## src/ebgt_pkg.sv

```systemverilog
`timescale 1ns / 1ps
// ----------------------------------------------------------------------------
// ebgt_pkg
// Shared types and constants of the encoder and button gesture tracker.
// ----------------------------------------------------------------------------
package ebgt_pkg;

  localparam int unsigned CfgDataWidth = 16;
  localparam int unsigned TimeWidth    = 32;
  localparam int unsigned PosWidth     = 32;
  localparam int unsigned DeltaWidth   = 8;

  localparam logic [CfgDataWidth-1:0] DebounceMsRst  = 16'd50;
  localparam logic [CfgDataWidth-1:0] LongPressMsRst = 16'd500;

  localparam logic signed [DeltaWidth-1:0] DeltaMax = 8'sd127;
  localparam logic signed [DeltaWidth-1:0] DeltaMin = -8'sd128;

  typedef enum logic [0:0] {
    CFG_DEBOUNCE_MS   = 1'b0,
    CFG_LONG_PRESS_MS = 1'b1
  } cfg_reg_e;

  typedef struct packed {
    logic [TimeWidth-1:0]       now_ms;
    logic signed [PosWidth-1:0] encoder_position;
    logic                       button_pressed;
    logic                       take_delta;
    logic                       take_short;
    logic                       take_long;
  } sample_t;

  typedef struct packed {
    logic signed [DeltaWidth-1:0] rotation_delta;
    logic                         short_press;
    logic                         long_press;
    logic                         button_held;
  } result_t;

endpackage

```

## src/ebgt_core.sv

```systemverilog
`timescale 1ns / 1ps
`default_nettype none
// ----------------------------------------------------------------------------
// ebgt_core
// Gesture state and single-pass update: rotation sum, debounce, long press.
// ----------------------------------------------------------------------------
module ebgt_core (
  input  wire logic                                clk_i,
  input  wire logic                                rst_ni,
  input  wire logic                                step_i,
  input  wire ebgt_pkg::sample_t                   sample_i,
  input  wire logic [ebgt_pkg::CfgDataWidth-1:0]   debounce_ms_i,
  input  wire logic [ebgt_pkg::CfgDataWidth-1:0]   hold_limit_i,
  output ebgt_pkg::result_t                        result_o
);

  localparam int unsigned TW = ebgt_pkg::TimeWidth;
  localparam int unsigned PW = ebgt_pkg::PosWidth;
  localparam int unsigned DW = ebgt_pkg::DeltaWidth;
  localparam int unsigned PadW = TW - ebgt_pkg::CfgDataWidth;

  logic [PW-1:0]        last_pos_q,   last_pos_d;
  logic signed [DW-1:0] pend_q,       pend_d;
  logic                 short_q,      short_d;
  logic                 long_q,       long_d;
  logic                 down_q,       down_d;
  logic                 fired_q,      fired_d;
  logic [TW-1:0]        start_q,      start_d;
  logic [TW-1:0]        last_edge_q,  last_edge_d;

  always_comb begin
    logic [PW:0]          diff;
    logic signed [DW-1:0] step_delta;
    logic [DW:0]          sum;
    logic signed [DW-1:0] pend_n;
    logic                 edge_ok;
    logic                 short_n;
    logic                 long_n;
    logic                 down_n;
    logic                 fired_n;
    logic [TW-1:0]        start_n;
    logic [TW-1:0]        last_edge_n;
    logic [TW-1:0]        since_edge;
    logic [TW-1:0]        held_for;

    // clamp the exact position change
    diff = {sample_i.encoder_position[PW-1], sample_i.encoder_position}
         - {last_pos_q[PW-1], last_pos_q};
    if (!diff[PW] && (|diff[PW-1:DW-1])) begin
      step_delta = ebgt_pkg::DeltaMax;
    end else if (diff[PW] && !(&diff[PW-1:DW-1])) begin
      step_delta = ebgt_pkg::DeltaMin;
    end else begin
      step_delta = diff[DW-1:0];
    end

    // saturating pending sum
    sum = {pend_q[DW-1], pend_q} + {step_delta[DW-1], step_delta};
    if (sum[DW] != sum[DW-1]) begin
      pend_n = sum[DW] ? ebgt_pkg::DeltaMin : ebgt_pkg::DeltaMax;
    end else begin
      pend_n = sum[DW-1:0];
    end

    // debounced edges
    since_edge  = sample_i.now_ms - last_edge_q;
    edge_ok     = (sample_i.button_pressed != down_q)
                && (since_edge > {{PadW{1'b0}}, debounce_ms_i});
    short_n     = short_q;
    long_n      = long_q;
    down_n      = down_q;
    fired_n     = fired_q;
    start_n     = start_q;
    last_edge_n = last_edge_q;
    if (edge_ok) begin
      last_edge_n = sample_i.now_ms;
      fired_n     = 1'b0;
      down_n      = sample_i.button_pressed;
      if (sample_i.button_pressed) begin
        start_n = sample_i.now_ms;
      end else if (!fired_q) begin
        short_n = 1'b1;
      end
    end

    // long press while held
    held_for = sample_i.now_ms - start_n;
    if (down_n && !fired_n && (held_for >= {{PadW{1'b0}}, hold_limit_i})) begin
      long_n  = 1'b1;
      fired_n = 1'b1;
    end

    result_o.rotation_delta = pend_n;
    result_o.short_press    = short_n;
    result_o.long_press     = long_n;
    result_o.button_held    = down_n;

    last_pos_d  = sample_i.encoder_position;
    pend_d      = sample_i.take_delta ? '0 : pend_n;
    short_d     = sample_i.take_short ? 1'b0 : short_n;
    long_d      = sample_i.take_long ? 1'b0 : long_n;
    down_d      = down_n;
    fired_d     = fired_n;
    start_d     = start_n;
    last_edge_d = last_edge_n;
  end

  always_ff @(posedge clk_i or negedge rst_ni) begin
    if (!rst_ni) begin
      last_pos_q  <= '0;
      pend_q      <= '0;
      short_q     <= 1'b0;
      long_q      <= 1'b0;
      down_q      <= 1'b0;
      fired_q     <= 1'b0;
      start_q     <= '0;
      last_edge_q <= '0;
    end else if (step_i) begin
      last_pos_q  <= last_pos_d;
      pend_q      <= pend_d;
      short_q     <= short_d;
      long_q      <= long_d;
      down_q      <= down_d;
      fired_q     <= fired_d;
      start_q     <= start_d;
      last_edge_q <= last_edge_d;
    end
  end

endmodule
`default_nettype wire

```

## src/encoder_button_gesture_tracker_top.sv

```systemverilog
`timescale 1ns / 1ps
`default_nettype none
// An accepted sample beat passes the sample register, then the result register.
// Throughput: one sample per cycle while the receiver takes results; the
// single-pass gesture update in ebgt_core sets the pace, one state update per sample.
// Reset: pipeline empty, gesture state cleared, debounce time 50 ms,
// long-press hold time 500 ms.
// ----------------------------------------------------------------------------
// encoder_button_gesture_tracker_top
// Sample register, gesture update and result register with valid/ready.
// ----------------------------------------------------------------------------
module encoder_button_gesture_tracker_top (
  input  wire logic                                    clk_i,
  input  wire logic                                    rst_ni,
  input  wire logic                                    cfg_we_i,
  input  wire logic [0:0]                              cfg_idx_i,
  input  wire logic [ebgt_pkg::CfgDataWidth-1:0]       cfg_data_i,
  input  wire logic                                    in_valid_i,
  output logic                                         in_ready_o,
  input  wire logic [ebgt_pkg::TimeWidth-1:0]          now_ms_i,
  input  wire logic signed [ebgt_pkg::PosWidth-1:0]    encoder_position_i,
  input  wire logic                                    button_pressed_i,
  input  wire logic                                    take_delta_i,
  input  wire logic                                    take_short_i,
  input  wire logic                                    take_long_i,
  output logic                                         out_valid_o,
  input  wire logic                                    out_ready_i,
  output logic signed [ebgt_pkg::DeltaWidth-1:0]       rotation_delta_o,
  output logic                                         short_press_o,
  output logic                                         long_press_o,
  output logic                                         button_held_o
);

  logic [ebgt_pkg::CfgDataWidth-1:0] debounce_q;
  logic [ebgt_pkg::CfgDataWidth-1:0] long_press_q;

  logic              in_vld_q;
  ebgt_pkg::sample_t sample_q;
  logic              out_vld_q;
  ebgt_pkg::result_t result_q;
  ebgt_pkg::result_t result_d;
  logic              advance;

  assign advance    = in_vld_q && (!out_vld_q || out_ready_i);
  assign in_ready_o = !in_vld_q || advance;

  always_ff @(posedge clk_i or negedge rst_ni) begin
    if (!rst_ni) begin
      debounce_q   <= ebgt_pkg::DebounceMsRst;
      long_press_q <= ebgt_pkg::LongPressMsRst;
    end else if (cfg_we_i) begin
      unique case (ebgt_pkg::cfg_reg_e'(cfg_idx_i))
        ebgt_pkg::CFG_DEBOUNCE_MS:   debounce_q   <= cfg_data_i;
        ebgt_pkg::CFG_LONG_PRESS_MS: long_press_q <= cfg_data_i;
        default: ;
      endcase
    end
  end

  always_ff @(posedge clk_i or negedge rst_ni) begin
    if (!rst_ni) begin
      in_vld_q  <= 1'b0;
      out_vld_q <= 1'b0;
    end else begin
      if (in_ready_o) begin
        in_vld_q <= in_valid_i;
      end
      if (advance) begin
        out_vld_q <= 1'b1;
      end else if (out_ready_i) begin
        out_vld_q <= 1'b0;
      end
    end
  end

  // hold payload registers until the next beat
  always_ff @(posedge clk_i) begin
    if (in_valid_i && in_ready_o) begin
      sample_q.now_ms           <= now_ms_i;
      sample_q.encoder_position <= encoder_position_i;
      sample_q.button_pressed   <= button_pressed_i;
      sample_q.take_delta       <= take_delta_i;
      sample_q.take_short       <= take_short_i;
      sample_q.take_long        <= take_long_i;
    end
    if (advance) begin
      result_q <= result_d;
    end
  end

  ebgt_core u_core (
    .clk_i           (clk_i),
    .rst_ni          (rst_ni),
    .step_i          (advance),
    .sample_i        (sample_q),
    .debounce_ms_i   (debounce_q),
    .hold_limit_i    (long_press_q),
    .result_o        (result_d)
  );

  assign out_valid_o      = out_vld_q;
  assign rotation_delta_o = result_q.rotation_delta;
  assign short_press_o    = result_q.short_press;
  assign long_press_o     = result_q.long_press;
  assign button_held_o    = result_q.button_held;

endmodule
`default_nettype wire

```

## config.mk

```make
export PLATFORM = sky130hd
export DESIGN_NAME = encoder_button_gesture_tracker_top
export DESIGN_NICKNAME = d
export VERILOG_FILES = /design/src/ebgt_pkg.sv /design/src/ebgt_core.sv /design/src/encoder_button_gesture_tracker_top.sv
export SDC_FILE = /design/constraint.sdc
export NUM_CORES = 1
export LEC_CHECK = 0
export BUFFER_PORTS_ARGS = -buffer_cell sky130_fd_sc_hd__buf_2
export CAP_MARGIN = 20
export CORE_UTILIZATION = 58
export DETAILED_ROUTE_END_ITERATION = 12
export PLACE_DENSITY = 0.77
export SLEW_MARGIN = 20
export SYNTH_ARGS = -nofsm -noshare
export SYNTH_HDL_FRONTEND = slang
export SYNTH_HIERARCHICAL = 1
export SYNTH_SLANG_ARGS = --single-unit
```

## constraint.sdc

```tcl
create_clock -name clk_i -period 13.1 [get_ports clk_i]
set_input_delay 0.655 -clock clk_i [delete_from_list [all_inputs] [get_ports clk_i]]
set_output_delay 0.655 -clock clk_i [all_outputs]
set_load 0.03 [all_outputs]
```

==> impl_metrics.yaml <==
floorplanning:
  initial_core_util_pct: 59.6
  die_h_um: 164
  core_um2: 25400
  num_rows: 58
  die_w_um: 164
  num_io_pins: 103
  die_area_um2: 26800
worst_setup_path:
  cp_top_family: "simple AND/OR/NAND/NOR gates"
  reg2reg_setup_slack_ns: 1.99
  crit_arrival_ns: 11.39
  timing.rr.start: "sample_q[37]"
  slowest_stage: "or4_4"
  cp.required_ns: 13.38
  cpMostUsedCell: "a21oi_1"
  worstSetupPathType: "flop to flop"
  rr_endpoint: "long_press_o"
  crit_buf_inv: 2
  crit_cells: 44
  crit_path_end: "long_press_o"
  cp-end-kind: "flop"
  r2r_cells: 44
  crit_path_start_kind: "flop"
  max_stage_delay_ns: 0.55
  crit_start: "sample_q[37]"
  path_max_fanout: 25
power_and_ir_drop:
  power_density_nw_per_um2: 199
  total_power_uw: 3330
  p_int_uw: 1970
  p_leak_uw: 0.00752
  p_clk_share_pct: 21.3
  ir_worst_vdd_v: 0.000157
  p_switching_uw: 1360
  pwr-share-seq_pct: 28.8
  comb_power_share_pct: 49.9
  switching_share_pct: 40.8
placement:
  dpl.hpwl_um: 27500
  io_buffers: 102
  place.gp.congestion: 0.961
timing:
  period_minus_slack_ns: 11.11
  skew_ns: 0.0163
  setup_tns_ns: 0
  slew_viol_final: 0
  min_period_over_period_pct: 84.8
  tightest_slew_ns: 1.01
  max_freq_mhz: 90.0
  finalHoldViolCount: 0
  max_slew_margin_pct: 32.8
  rsz0062_at_grt: "no"
  setup_violations: 0
detailed_routing:
  first_pass_iters: 7
  vias_per_cell: 5.93
  ant_nets: 0
  avgRoutedWirePerCell_um: 17.9
  drt-initial-drc-count: 737
  finalWirelength_um: 36400
  drc: 0
  vias: 12000
clock_network:
  post_cts_buffers: 0
  clk_path_buf_depth: 3
  h-tree-depth: 1
  ctsResizeCount: 0
  cts_sinks: 221
  clkTransAtPathRegs_ns: 0.06
  cts_tree: "built"
  clk_latency_ns: 0.54
  cts_buffers: 25
  cts-root-buf: "clkbuf_16"
  cts_hold_buf: 0
flow_run:
  maxCapViolations: 0
global_routing:
  grt_max_degree: 91
  gr-max-usage-layer: "met2"
  gr-usage-met3_pct: 4.44
  grt-ovfl-total: 0
  globalRouteMet1Util_pct: 36.1
  grt_pass1_vias: 11900
  use_met2_pct: 48.7
  track_usage_pct: 27.8
  antenna_found_initial: 2
  grt_pass1_wl_um: 59000
synthesis:
  synth_top_family_by_area: "compound AO/OA/AOI/OAI gates"
  synth_top_area_share_pct: 22.0
  synth_xor_area_share_pct: 4.05
  ys_types: 83
  synth_compound_area_share_pct: 17.8
  syn_avg_cell_area_um2: 9.48
  synth_area_leaders: "dfrtp_1, edfxtp_1, ha_1, a21oi_1, mux2_2"
  synth-edff-count: 79
  syn-cell-area_um2: 15100
  ys_seq_area_share_pct: 39.2
  synth_mux_area_share_pct: 7.83
  syn_nets: 1823
  synthArstFlopShare_pct: 64.3
  synthSimpleGateAreaFrac_pct: 14.5
  ys.flop_type: "dfrtp_1"
  synth_seq_cells: 221
  synth_top_area_cell: "dfrtp_1"
  syn_inst: 1598
  yosys_warnings: 6
  yosysMostFrequentCell: "inv_1"
  yosys-top-cells-count: "inv_1, a21oi_1, dfrtp_1"
  synthAdderAreaFrac_pct: 11.6
cells_and_area:
  nFillCells: 2095
  fin_nets: 1904
  area_growth_pct: 10.4
  fin_util_pct: 65.9
  drive_gt1_share_pct: 15.1
outcome:
  status: "complete, no violations"
hold_path:
  hp-class: "primary input to asynchronous set/reset pin"
==> worst min-delay path by stage <==
stage	from	endpoint	slack, ns	cells past startpoint
after floorplan	rst_ni	debounce_q[0]	0.36	0
after global placement	in_vld_q	out_valid_o	0.46	1
after CTS	rst_ni	u_core/last_edge_q[20]	0.25	1
final	rst_ni	u_core/last_edge_q[22]	0.20	1
after detailed placement	u_core/last_edge_q[7]	u_core/last_edge_q[7]	0.47	2
after global routing	take_delta_i	sample_q[2]	0.26	1
==> metrics by stage <==
step	area, µm²	instances	hold WS, ns	setup slack, ns
3_3_place_gp	15900	1982	0.462	2.63
2_1_floorplan	15100	1598	0.359	3.34
5_1_grt	16700	2028	0.260	1.23
4_1_cts	16700	2028	0.245	2.12
3_5_place_dp	15900	1982	0.470	2.12
6_report	16700	2030	0.197	1.99
==> cell type report <==
cell class / instances / area (µm²) / share of cell area [%]
multi-input cells: 1187 / 8460 / 50.6
flip-flops and latches: 221 / 5940 / 35.5
clock buffers: 31 / 688 / 4.11
repair buffers: 106 / 547 / 3.27
inverters: 138 / 518 / 3.10
well taps: 330 / 413 / 2.47
clock inverters: 15 / 154 / 0.920
diodes: 2 / 5.00 / 0.0299
==> power groups by stage <==
stage	registers (µW)	logic, µW	clock network (µW)
floorplan	973	1240	0
global placement	962	1600	0
detailed placement	969	1630	0
CTS	959	1640	723
global route	977	1840	748
finish	959	1660	708
==> sequential cells by signal, summed over array words and instances, names as in the netlist <==
register and count:
u_core/last_pos_q 32, long_press_o 1, u_core/fired_q 1, sample_q 68
u_core/short_q 1, u_core/long_q 1, u_core/last_edge_q 32, button_held_o 1
in_vld_q 1, u_core/pend_q 8, debounce_q 16, rotation_delta_o 8
u_core/start_q 32, short_press_o 1, u_core/down_q 1, out_valid_o 1
long_press_q 16
==> placed cells by master (no fill, tap or decap), types with 36 or more instances in the layout <==
cell type / n
mux2_2: 60
mux2i_1: 36
a21oi_1: 137
nand2_1: 126
dfrtp_1: 133
buf_2: 101
edfxtp_1: 79
ha_1: 131
xnor2_1: 46
inv_1: 138
a21o_1: 41
nor2_1: 107
o21ai_0: 110
==> worst reg2reg max path, delay by kind of cell (launching register included) <==
| family | cells | cell delay [ns] |
|---|---|---|
| XOR/XNOR | 2 | 0.34 |
| buffers and inverters | 2 | 0.39 |
| AO/OA/AOI/OAI | 19 | 3.87 |
| adder cells (fa/ha/maj) | 4 | 1.32 |
| AND/OR/NAND/NOR | 16 | 4.08 |
| multiplexers | 1 | 0.35 |
| flip-flops | 1 | 0.49 |
==> routing by layer <==
| metal | share of wire, % | vias to the layer above |
|---|---|---|
| met2 | 48 | 278 |
| li1 | - | 5911 |
| met4 | 2.0 | 2 |
| met5 | 0.036 | - |
| met3 | 5.4 | 60 |
| met1 | 44 | 5785 |
==> logic make-up (layout without fill, tap and decap cells) <==
group / count (synthesis) / in the layout
flops: 221 / 221
buf+inv: 190 / 290
simple gates: 440 / 440
compound gates: 432 / 432
other cells: 0 / 2
xor+xnor: 70 / 70
fa+ha+maj: 139 / 139
mux: 106 / 106
Note: power is estimated with default switching activity, not from simulation.
